File: config.mk
export PLATFORM = sky130hd
export DESIGN_NAME = sorted_priority_queue_decrease_key
export DESIGN_NICKNAME = d
export VERILOG_FILES = /design/src/sv/spq_pkg.sv /design/src/sv/spq_ram.sv /design/src/sv/sorted_priority_queue_decrease_key.sv
export SDC_FILE = /design/constraint.sdc
export NUM_CORES = 2
export LEC_CHECK = 0
export CORE_MARGIN = 5
export CORE_UTILIZATION = 57
export CTS_CLUSTER_DIAMETER = 150
export DETAILED_ROUTE_END_ITERATION = 8
export DONT_BUFFER_PORTS = 1
export PLACE_DENSITY_LB_ADDON = 0.15
export SYNTH_ARGS = -nofsm -noshare
export SYNTH_HDL_FRONTEND = slang
export SYNTH_SLANG_ARGS = --single-unit
File: constraint.sdc
create_clock -name i_clk -period 4.1 [get_ports i_clk]
set_input_delay 0.205 -clock i_clk [delete_from_list [all_inputs] [get_ports i_clk]]
set_output_delay 0.205 -clock i_clk [all_outputs]
set_load 0.1 [all_outputs]
File: src/sv/spq_pkg.sv
// Shared types and codes for the sorted priority queue.
package spq_pkg;

    localparam int unsigned DEPTH_DEFAULT = 64;

    localparam logic [1:0] OP_INSERT  = 2'd0;
    localparam logic [1:0] OP_POP     = 2'd1;
    localparam logic [1:0] OP_UPGRADE = 2'd2;
    localparam logic [1:0] OP_CLEAR   = 2'd3;

    localparam logic [1:0] ST_OK        = 2'd0;
    localparam logic [1:0] ST_POP_EMPTY = 2'd1;
    localparam logic [1:0] ST_NOT_FOUND = 2'd2;
    localparam logic [1:0] ST_FULL      = 2'd3;

    typedef struct packed {
        logic        [15:0] id;
        logic signed [15:0] prio;
    } t_entry;

endpackage

File: src/sv/spq_ram.sv
// Entry memory: one write port, one read port with registered read data.
module spq_ram #(
    parameter int unsigned DEPTH = spq_pkg::DEPTH_DEFAULT
) (
    input  logic                       i_clk,
    input  logic                       i_wr_en,
    input  logic [$clog2(DEPTH)-1:0]   i_wr_addr,
    input  spq_pkg::t_entry            i_wr_data,
    input  logic                       i_rd_en,
    input  logic [$clog2(DEPTH)-1:0]   i_rd_addr,
    output spq_pkg::t_entry            o_rd_data
);

    spq_pkg::t_entry r_mem [DEPTH];
    spq_pkg::t_entry r_rd_data;

    always_ff @(posedge i_clk) begin
        if (i_wr_en) begin
            r_mem[i_wr_addr] <= i_wr_data;
        end
    end

    always_ff @(posedge i_clk) begin
        if (i_rd_en) begin
            r_rd_data <= r_mem[i_rd_addr];
        end
    end

    assign o_rd_data = r_rd_data;

endmodule

File: src/sv/sorted_priority_queue_decrease_key.sv
// Top level of the sorted priority queue with decrease-key.
//
// Entries sit in ascending priority order in one memory used as a ring: a head
// pointer marks the front, so clear and pop need no shifting (a pop also reads
// the new front). An insert walks from the tail toward the front, with a memory
// read, then a compare and write, for each entry it moves past. An upgrade scans
// from the front for the target, shifts the tail down by one and then inserts
// as above. Each memory read is registered before it is used. One item is in
// work at a time, and its result is held until it is taken. No clearing pass
// is needed after reset.
module sorted_priority_queue_decrease_key #(
    parameter int unsigned QUEUE_DEPTH = spq_pkg::DEPTH_DEFAULT
) (
    input  logic                                 i_clk,
    input  logic                                 i_rst_n,
    input  logic                                 i_in_valid,
    output logic                                 o_in_ready,
    input  logic [1:0]                           i_opcode,
    input  logic [15:0]                          i_entry_id,
    input  logic signed [15:0]                   i_entry_priority,
    output logic                                 o_out_valid,
    input  logic                                 i_out_ready,
    output logic [15:0]                          o_popped_id,
    output logic                                 o_popped_valid,
    output logic [15:0]                          o_front_id,
    output logic signed [15:0]                   o_front_priority,
    output logic                                 o_queue_empty,
    output logic [$clog2(QUEUE_DEPTH+1)-1:0]     o_entry_count,
    output logic [1:0]                           o_status
);

    localparam int unsigned AW = $clog2(QUEUE_DEPTH);
    localparam int unsigned CW = $clog2(QUEUE_DEPTH + 1);
    localparam logic [CW:0] DEPTH_W = (CW + 1)'(QUEUE_DEPTH);

    localparam logic [3:0] S_IDLE     = 4'd0;
    localparam logic [3:0] S_POP_RD   = 4'd1;
    localparam logic [3:0] S_POP_WB   = 4'd2;
    localparam logic [3:0] S_INS_RD   = 4'd3;
    localparam logic [3:0] S_INS_CMP  = 4'd4;
    localparam logic [3:0] S_UPG_RD   = 4'd5;
    localparam logic [3:0] S_UPG_CMP  = 4'd6;
    localparam logic [3:0] S_REM_RD   = 4'd7;
    localparam logic [3:0] S_REM_WB   = 4'd8;
    localparam logic [3:0] S_FRONT    = 4'd9;
    localparam logic [3:0] S_FRONT_WB = 4'd10;
    localparam logic [3:0] S_OUT      = 4'd11;

    logic [3:0]         r_state, n_state;
    logic [15:0]        r_id, n_id;
    logic signed [15:0] r_prio, n_prio;
    logic [CW-1:0]      r_count, n_count;
    logic [AW-1:0]      r_head, n_head;
    logic [CW-1:0]      r_k, n_k;
    logic [1:0]         r_status, n_status;
    logic [15:0]        r_popped_id, n_popped_id;
    logic               r_popped_valid, n_popped_valid;
    logic [15:0]        r_front_id, n_front_id;
    logic signed [15:0] r_front_prio, n_front_prio;

    logic               rd_en, wr_en;
    logic [AW-1:0]      rd_addr, wr_addr;
    spq_pkg::t_entry    wr_data, rd_data;

    // Logical position from the front to a physical memory address.
    function automatic logic [AW-1:0] phys(input logic [AW-1:0] head,
                                           input logic [CW-1:0] pos);
        logic [CW:0] s;
        s = (CW + 1)'(head) + (CW + 1)'(pos);
        if (s >= DEPTH_W) begin
            s = s - DEPTH_W;
        end
        return s[AW-1:0];
    endfunction

    spq_ram #(.DEPTH(QUEUE_DEPTH)) u_ram (
        .i_clk     (i_clk),
        .i_wr_en   (wr_en),
        .i_wr_addr (wr_addr),
        .i_wr_data (wr_data),
        .i_rd_en   (rd_en),
        .i_rd_addr (rd_addr),
        .o_rd_data (rd_data)
    );

    always_comb begin
        n_state        = r_state;
        n_id           = r_id;
        n_prio         = r_prio;
        n_count        = r_count;
        n_head         = r_head;
        n_k            = r_k;
        n_status       = r_status;
        n_popped_id    = r_popped_id;
        n_popped_valid = r_popped_valid;
        n_front_id     = r_front_id;
        n_front_prio   = r_front_prio;
        rd_en          = 1'b0;
        rd_addr        = '0;
        wr_en          = 1'b0;
        wr_addr        = '0;
        wr_data        = '{id: r_id, prio: r_prio};
        case (r_state)
            S_IDLE: begin
                if (i_in_valid) begin
                    n_id           = i_entry_id;
                    n_prio         = i_entry_priority;
                    n_status       = spq_pkg::ST_OK;
                    n_popped_id    = '0;
                    n_popped_valid = 1'b0;
                    n_k            = '0;
                    case (i_opcode)
                        spq_pkg::OP_INSERT: begin
                            if (r_count == CW'(QUEUE_DEPTH)) begin
                                n_status = spq_pkg::ST_FULL;
                                n_state  = S_FRONT;
                            end else begin
                                n_k     = r_count;
                                n_state = S_INS_RD;
                            end
                        end
                        spq_pkg::OP_POP: begin
                            if (r_count == '0) begin
                                n_status = spq_pkg::ST_POP_EMPTY;
                                n_state  = S_FRONT;
                            end else begin
                                n_state = S_POP_RD;
                            end
                        end
                        spq_pkg::OP_UPGRADE: begin
                            n_state = S_UPG_RD;
                        end
                        spq_pkg::OP_CLEAR: begin
                            n_count = '0;
                            n_head  = '0;
                            n_state = S_FRONT;
                        end
                        default: begin
                            n_state = S_FRONT;
                        end
                    endcase
                end
            end
            S_POP_RD: begin
                rd_en   = 1'b1;
                rd_addr = r_head;
                n_state = S_POP_WB;
            end
            S_POP_WB: begin
                n_popped_id    = rd_data.id;
                n_popped_valid = 1'b1;
                n_head         = phys(r_head, CW'(1));
                n_count        = r_count - CW'(1);
                n_state        = S_FRONT;
            end
            // r_k is the free slot; the entry just ahead of it is examined.
            S_INS_RD: begin
                if (r_k == '0) begin
                    wr_en   = 1'b1;
                    wr_addr = phys(r_head, r_k);
                    n_count = r_count + CW'(1);
                    n_state = S_FRONT;
                end else begin
                    rd_en   = 1'b1;
                    rd_addr = phys(r_head, r_k - CW'(1));
                    n_state = S_INS_CMP;
                end
            end
            S_INS_CMP: begin
                wr_en   = 1'b1;
                wr_addr = phys(r_head, r_k);
                if (rd_data.prio > r_prio) begin
                    wr_data = rd_data;
                    n_k     = r_k - CW'(1);
                    n_state = S_INS_RD;
                end else begin
                    n_count = r_count + CW'(1);
                    n_state = S_FRONT;
                end
            end
            S_UPG_RD: begin
                if (r_k == r_count) begin
                    n_status = spq_pkg::ST_NOT_FOUND;
                    n_state  = S_FRONT;
                end else begin
                    rd_en   = 1'b1;
                    rd_addr = phys(r_head, r_k);
                    n_state = S_UPG_CMP;
                end
            end
            S_UPG_CMP: begin
                if (rd_data.id == r_id && rd_data.prio > r_prio) begin
                    n_state = S_REM_RD;
                end else begin
                    n_k     = r_k + CW'(1);
                    n_state = S_UPG_RD;
                end
            end
            // Close the gap at r_k by moving the tail down one slot.
            S_REM_RD: begin
                if (r_k + CW'(1) == r_count) begin
                    n_count = r_count - CW'(1);
                    n_k     = r_count - CW'(1);
                    n_state = S_INS_RD;
                end else begin
                    rd_en   = 1'b1;
                    rd_addr = phys(r_head, r_k + CW'(1));
                    n_state = S_REM_WB;
                end
            end
            S_REM_WB: begin
                wr_en   = 1'b1;
                wr_addr = phys(r_head, r_k);
                wr_data = rd_data;
                n_k     = r_k + CW'(1);
                n_state = S_REM_RD;
            end
            S_FRONT: begin
                if (r_count == '0) begin
                    n_front_id   = '0;
                    n_front_prio = '0;
                    n_state      = S_OUT;
                end else begin
                    rd_en   = 1'b1;
                    rd_addr = r_head;
                    n_state = S_FRONT_WB;
                end
            end
            S_FRONT_WB: begin
                n_front_id   = rd_data.id;
                n_front_prio = rd_data.prio;
                n_state      = S_OUT;
            end
            S_OUT: begin
                if (i_out_ready) begin
                    n_state = S_IDLE;
                end
            end
            default: begin
                n_state = S_IDLE;
            end
        endcase
    end

    always_ff @(posedge i_clk) begin
        if (!i_rst_n) begin
            r_state <= S_IDLE;
            r_count <= '0;
            r_head  <= '0;
        end else begin
            r_state <= n_state;
            r_count <= n_count;
            r_head  <= n_head;
        end
    end

    always_ff @(posedge i_clk) begin
        r_id           <= n_id;
        r_prio         <= n_prio;
        r_k            <= n_k;
        r_status       <= n_status;
        r_popped_id    <= n_popped_id;
        r_popped_valid <= n_popped_valid;
        r_front_id     <= n_front_id;
        r_front_prio   <= n_front_prio;
    end

    assign o_in_ready       = (r_state == S_IDLE);
    assign o_out_valid      = (r_state == S_OUT);
    assign o_popped_id      = r_popped_id;
    assign o_popped_valid   = r_popped_valid;
    assign o_front_id       = r_front_id;
    assign o_front_priority = r_front_prio;
    assign o_queue_empty    = (r_count == '0);
    assign o_entry_count    = r_count;
    assign o_status         = r_status;

endmodule

Word level (Yosys, flattened, before mapping)

Memory sizes are Yosys's and may differ from the RTL's. A register that Yosys moved wholly into a read port is not among the register bits.
Index checks and enable logic that the tools add are counted.

Add/sub/neg operators: 12
Multipliers: 0
Div/mod/pow operators: 0
$lt $le $gt $ge: 5
Equal/unequal tests: 28
Shift operators: 0
Multiplexer cells: 62
Bitwise logic cells: 0
Reductions and logical operators: 19

Operator list:

| cell                  | count |
|---|---|
| $pmux W16 S2          | 3 |
| $mux W7               | 10 |
| $pmux W7 S5           | 2 |
| $mux W6               | 11 |
| $pmux W32 S2          | 1 |
| $pmux W4 S12          | 1 |
| $mux W16              | 2 |
| $mux W32              | 1 |
| $mux W4               | 8 |
| $pmux W6 S5           | 1 |
| $add A6 B7 Y8         | 3 |
| $ge A8 B7 Y1 const B  | 3 |
| $pmux W6 S2           | 2 |
| $sub A6 B1 Y6 const B | 4 |
| $eq A16 B16 Y1        | 1 |
| $eq A4 B3 Y1 const B  | 4 |
| $eq A4 B4 Y1 const B  | 4 |
| $gt A16 B16 Y1        | 1 |
| $ne A2 B2 Y1 const B  | 8 |
| $pmux W4 S4           | 1 |
| $add A7 B1 Y7 const B | 2 |
| $eq A7 B7 Y1          | 2 |
| $logic_not A7 Y1      | 2 |
| $sub A7 B1 Y7 const B | 2 |
| other kinds (23)      | 47 |

Register bits after elaboration: 107
Latch bits: 0
Memory bits (writable): 2,048
Memory bits (read-only): 0
Output and inout bits: 61
Memories: 1

Memory list:

| memory      | words | bits a word | read ports | clocked after Yosys merged registers in | write ports | RTL line      | RTL |
|---|---|---|---|---|---|---|---|
| u_ram.r_mem | 64    | 32          | 1          | 1                                       | 1           | spq_ram.sv:14 | `spq_pkg::t_entry r_mem [DEPTH];` |

Longest topological paths before layout

Depth in word-level cells: 6
Depth in mapped cells: 17
Gate-level depth less buffers: 14

Cells and area by module

A second synthesis with hierarchy kept.

Cell total of the unflattened synthesis: 3,976
Area, all modules: 85,604.6 um^2

By module, submodules not included:

| module                             | times used | cells an instance | area each (um^2) | seq. area each (um^2) |
|---|---|---|---|---|
| spq_ram                            | 1          | 3,324             | 78,840.6         | 62,459.9 |
| sorted_priority_queue_decrease_key | 1          | 652               | 6,764.0          | 3,042.9 |

Least setup slack after synthesis

Ideal clock, no wire load.

Path type: register -> register
Start point: register r_state[1]
End point: register r_count[1], in the netlist o_entry_count[1]
Setup time: 0.116 ns
Arrival: 6.009 ns
Required time: 3.984 ns
Path slack: -2.025 ns
Cell stages (with the launch flop): 9
Path buffers: 1
Cell sequence: dfxtp_1 > clkbuf_1 > nor4_1 > nand2_1 > inv_1 > nand3_1 > a221oi_1 > mux2i_1 > nor2b_1

Word-level cells in the longest chain between the ends: 3
Elaborated cells on any way between the ends: 13
Those cells by class: eq/ne: 9; mux: 1; reduce/logical: 3

Ends and longest elaborated chain:

| element                                                     | RTL line                                  | RTL |
|---|---|---|
| from (decl)                                                 | sorted_priority_queue_decrease_key.sv:49  | `logic [3:0] r_state, n_state;` |
| from (signal assigned)                                      | sorted_priority_queue_decrease_key.sv:251 | `r_state <= n_state;` |
| $logic_not A4 Y1 *                                          | --                                        |  |
| named net o_in_ready                                        | sorted_priority_queue_decrease_key.sv:17  | `output logic o_in_ready,` |
| $reduce_bool A5 Y1 (no source line) (tied with other cells) | --                                        |  |
| $reduce_and A6 Y1 (no source line)                          | --                                        |  |
| to (signal assigned)                                        | sorted_priority_queue_decrease_key.sv:252 | `r_count <= n_count;` |
| to (decl)                                                   | sorted_priority_queue_decrease_key.sv:52  | `logic [CW-1:0] r_count, n_count;` |

The timed path passes the listed nets; every way through them passes the cells marked *.
A chain may end at the register's enable or synchronous reset.

Worst setup path after layout

Start point: register r_k[1]
End point: register, netlist name u_ram.o_rd_data[22]

Word-level cells in the longest chain between the ends: 6
Elaborated cells on any way between the ends: 25
Those cells by class: add/sub: 8; order compare: 3; eq/ne: 2; mux: 11; reduce/logical: 1

Ends and longest elaborated chain:

| element                                        | RTL line                                                                                                                        | RTL |
|---|---|---|
| from (decl)                                    | sorted_priority_queue_decrease_key.sv:54                                                                                        | `logic [CW-1:0] r_k, n_k;` |
| from (signal assigned)                         | sorted_priority_queue_decrease_key.sv:260                                                                                       | `r_k <= n_k;` |
| $add A7 B1 Y7 or $sub A7 B1 Y7 (tied branches) | sorted_priority_queue_decrease_key.sv:201, sorted_priority_queue_decrease_key.sv:207, sorted_priority_queue_decrease_key.sv:165 |  |
| $add A6 B7 Y8                                  | sorted_priority_queue_decrease_key.sv:69                                                                                        | `s = (CW + 1)'(head) + (CW + 1)'(pos);` |
| $ge A8 B7 Y1 or $sub A6 B1 Y6 (tied branches)  | sorted_priority_queue_decrease_key.sv:70, sorted_priority_queue_decrease_key.sv:71                                              |  |
| $mux W6                                        | sorted_priority_queue_decrease_key.sv:70                                                                                        | `if (s >= DEPTH_W) begin` |
| $mux W6, on equally long branches              | sorted_priority_queue_decrease_key.sv:201, sorted_priority_queue_decrease_key.sv:158                                            |  |
| $pmux W6 S5                                    | sorted_priority_queue_decrease_key.sv:103                                                                                       | `case (r_state)` |

Several ways; a longest one is shown, not always the timed one.

==> metrics.md <==
| Metric | Value |
|---|---|
| Die Wd | `400.5 um` |
| Crit-path max cell delay | `0.43 ns` |
| YS warnings | `0` |
| FP Rows | `143` |
| Commonest cells in the netlist | `edfxtp_1, nand2_1, nand3_1` |
| Mapped Area | `86900 sq um` |
| DP HPWL | `153.8 mm` |
| Fmax | `226.5 MHz` |
| Antenna Violating Nets Remaining | `0` |
| Nets | `6915` |
| Setup-failing EPs final | `31` |
| CP Class | `reg -> reg` |
| Crit-path cells | `buf_6 > nor3_1 > xor2_1 > ha_1 > buf_4 > nand2_1 > o21ai_0 > xnor2_1 > o221a_2 > o21ai_0 > and3b_2 > buf_12 > buf_12 > buf_12 > nand4_1 > nand4_1 > or3_1` |
| Final instance area | `105300 sq um` |
| Yosys top cell area share | `74.99%` |
| Setup Skew | `0.05937 ns` |
| Asr flop ratio synth | `0%` |
| Most common cell on crit path | `buf_12` |
| CTS sink count | `2187` |
| Syn avg cell area | `14.03 sq um` |
| Worst slew pin tran | `1.188 ns` |
| Post-synth top area cell | `edfxtp_1` |
| Total GRT Usage | `32.57%` |
| Core Box Area | `151700 sq um` |
| Routability Congestion | `0.9041` |
| DR WL/cell | `29.79 um` |
| CTS tree | `yes` |
| DR pass1 iterations | `9` |
| Yosys cell types | `77` |
| DRT iter0 DRCs | `8038` |
| First-pass GRT wire length | `381.0 mm` |
| Final worst path period need | `4.415 ns` |
| Post-synth EDFFs | `2170` |
| Number of global-route vias before repair | `54490` |
| Worst skew pair latency | `0.85 ns` |
| Leak | `37.36 nW` |
| I/O Pins | `99` |
| Critical-path top delay cell | `edfxtp_1` |
| Crit share post-route | `107.7%` |
| CTS Buf Count | `212` |
| Slew Viols, Final | `0` |
| Cell with the most instances after synthesis | `edfxtp_1` |
| Hold Path Class | `in -> reg` |
| # DRC | `2` |
| End-of-flow core utilization | `69.39%` |
| Critical Path Fanout Max | `9` |
| Largest net degree at the start of global routing | `80` |
| Worst reg2reg path depth | `17` |
| Clock root buffer | `clkbuf_16` |
| Mapped Cells | `6196` |
| Vias/cell | `6.358` |
| Crit path capture type | `register` |
| Outcome | `finished with violations` |
| Reg clk slew, reported paths | `0.06 ns` |
| Register bit total from synthesis | `2187` |
| Top FF cell, synth | `edfxtp_1` |
| Initial antenna violation count | `18` |
| Peak supply drop | `0.6152 mV` |
| Post-DP Area | `95180 sq um` |
| Total number of vias | `57510` |
| Top post-synthesis cells by area | `edfxtp_1, nand2_1, mux2i_1` |
| CP Data Arrival Time | `4.98 ns` |
| Area Overhead vs Synth | `21.15%` |
| Hold path depth | `6` |
| Pwr/cell area | `805.6 nW/um^2` |
| Share of cells above drive strength 1 | `17.72%` |
| Clock buffer depth | `3` |
| Die Height | `400.5 um` |
| Die area | `160400 sq um` |
| Wirelength, routed | `269.5 mm` |
| PortBufs | `0` |
| FILL cells | `9985` |
| Slew margin rel. | `20.99%` |
| Worst path required time | `4.67 ns` |
| H-tree depth | `4` |
| Worst setup margin | `-0.3150 ns` |
| Syn_nets | `6273` |
| Sequential fraction of the synthesis area | `75.38%` |
| Total grt overflow | `0` |
| FF/Latch Area | `65510 sq um` |
| Critical path startpoint category | `register` |
| Fin. Hold Viols | `0` |
| Failing checks | `DRC, setup timing` |
| Max-Cap Viols | `0` |
| Initial cell density of the core | `57.27%` |
| RSZ-0062 raised after global routing | `true` |
| Area taken by multi-input logic gates | `21040 sq um` |
path summary, 6_finish.rpt:
check	startpoint	to	slack [ns]
min reg2reg	r_head[5]	r_head[5]	0.54
max	r_k[1]	u_ram.o_rd_data[22]	-0.31
max reg2reg	r_k[1]	u_ram.o_rd_data[22]	-0.31
min	i_opcode[1]	r_state[3]	0.11
critical path, delay by kind of cell, from the launching register on:
| family | cells | cell delay, ns |
|---|---|---|
| buffers and inverters | 5 | 0.73 |
| AO/OA/AOI/OAI | 3 | 0.68 |
| adder cells (fa/ha/maj) | 1 | 0.34 |
| AND/OR/NAND/NOR | 6 | 1.63 |
| XOR/XNOR | 2 | 0.32 |
| flip-flops | 1 | 0.43 |
metrics by stage:
stage	total power, mW	hold slack [ns]	TNS [ns]	std cells	setup slack (ns)
floorplan	48.04	0.3039	0	6196	0.1965
global route	87.82	0.2117	-4.193	9042	-0.2539
CTS	82.72	0.04313	-1.699	8997	-0.2224
finish	84.82	0.1137	-2.696	9046	-0.3150
global placement	61.45	0.3040	-6.215	8473	-0.6267
detailed placement	61.93	0.3039	-8.535	8473	-0.7579
what timing repair did:
action	CTS	global route
resized for setup	182	126
endpoints found under the setup margin	32	32
setup buffers	54	27
pin swaps	62	68
endpoints found under the hold margin	92	0
hold buffers	72	0
gates cloned	14	19
layout make-up:
type | instances | share of cell area, %
antenna | 5 | 0.01188
clock buffer | 269 | 5.283
clock inverter | 118 | 0.9448
inverter | 33 | 0.1177
multi-input combinational | 3611 | 19.99
sequential | 2187 | 62.22
tap | 2030 | 2.413
timing repair buffer | 793 | 9.025
cells in the final DEF (no fill, tap or decap), types with 45 or more instances in the layout:
cell type	count
clkbuf_16	228
nor2_4	70
a32oi_1	64
buf_12	172
a21oi_1	279
nand4_1	135
nand3_1	516
mux2i_1	297
nor4_1	45
o21ai_0	74
clkinv_1	54
buf_4	433
clkbuf_1	55
dlygate4sd3_1	72
edfxtp_1	2170
nand2_1	1459
o22ai_1	161
buf_6	56
registers in the layout, summed over array words and instances (netlist names):
register / cells
u_ram.r_mem: 2048
r_state: 4
r_head: 6
o_status: 2
r_k: 7
r_prio: 16
o_entry_count: 7
o_front_id: 16
r_id: 16
o_front_priority: 16
u_ram.o_rd_data: 32
o_popped_valid: 1
o_popped_id: 16
logic make-up after synthesis:
kind of cell | after synthesis | synth area share (%)
flip-flops | 2187 | 75.38
AO/OA/AOI/OAI | 700 | 4.936
AND/OR/NAND/NOR | 2461 | 12.46
buffers and inverters | 398 | 1.921
adder cells (fa/ha/maj) | 39 | 0.5874
XOR/XNOR | 58 | 0.6018
multiplexers | 353 | 4.112
metal layers:
metal,vias to the layer above,share of wire [%],global-route usage (%)
met3,615,12,8.111
li1,24520,-,-
met1,28570,37,44.90
met5,-,0.014,0
met4,6,5.7,16.65
met2,3800,45,48.76
where the power goes:
part	total, mW	switching [mW]	internal [mW]
logic	34.9	21.7	13.2
registers	31.2	1.89	29.3
clock network	18.7	8.32	10.3
total	84.8	31.9	52.9
Note: power is estimated with default switching activity, not from simulation.
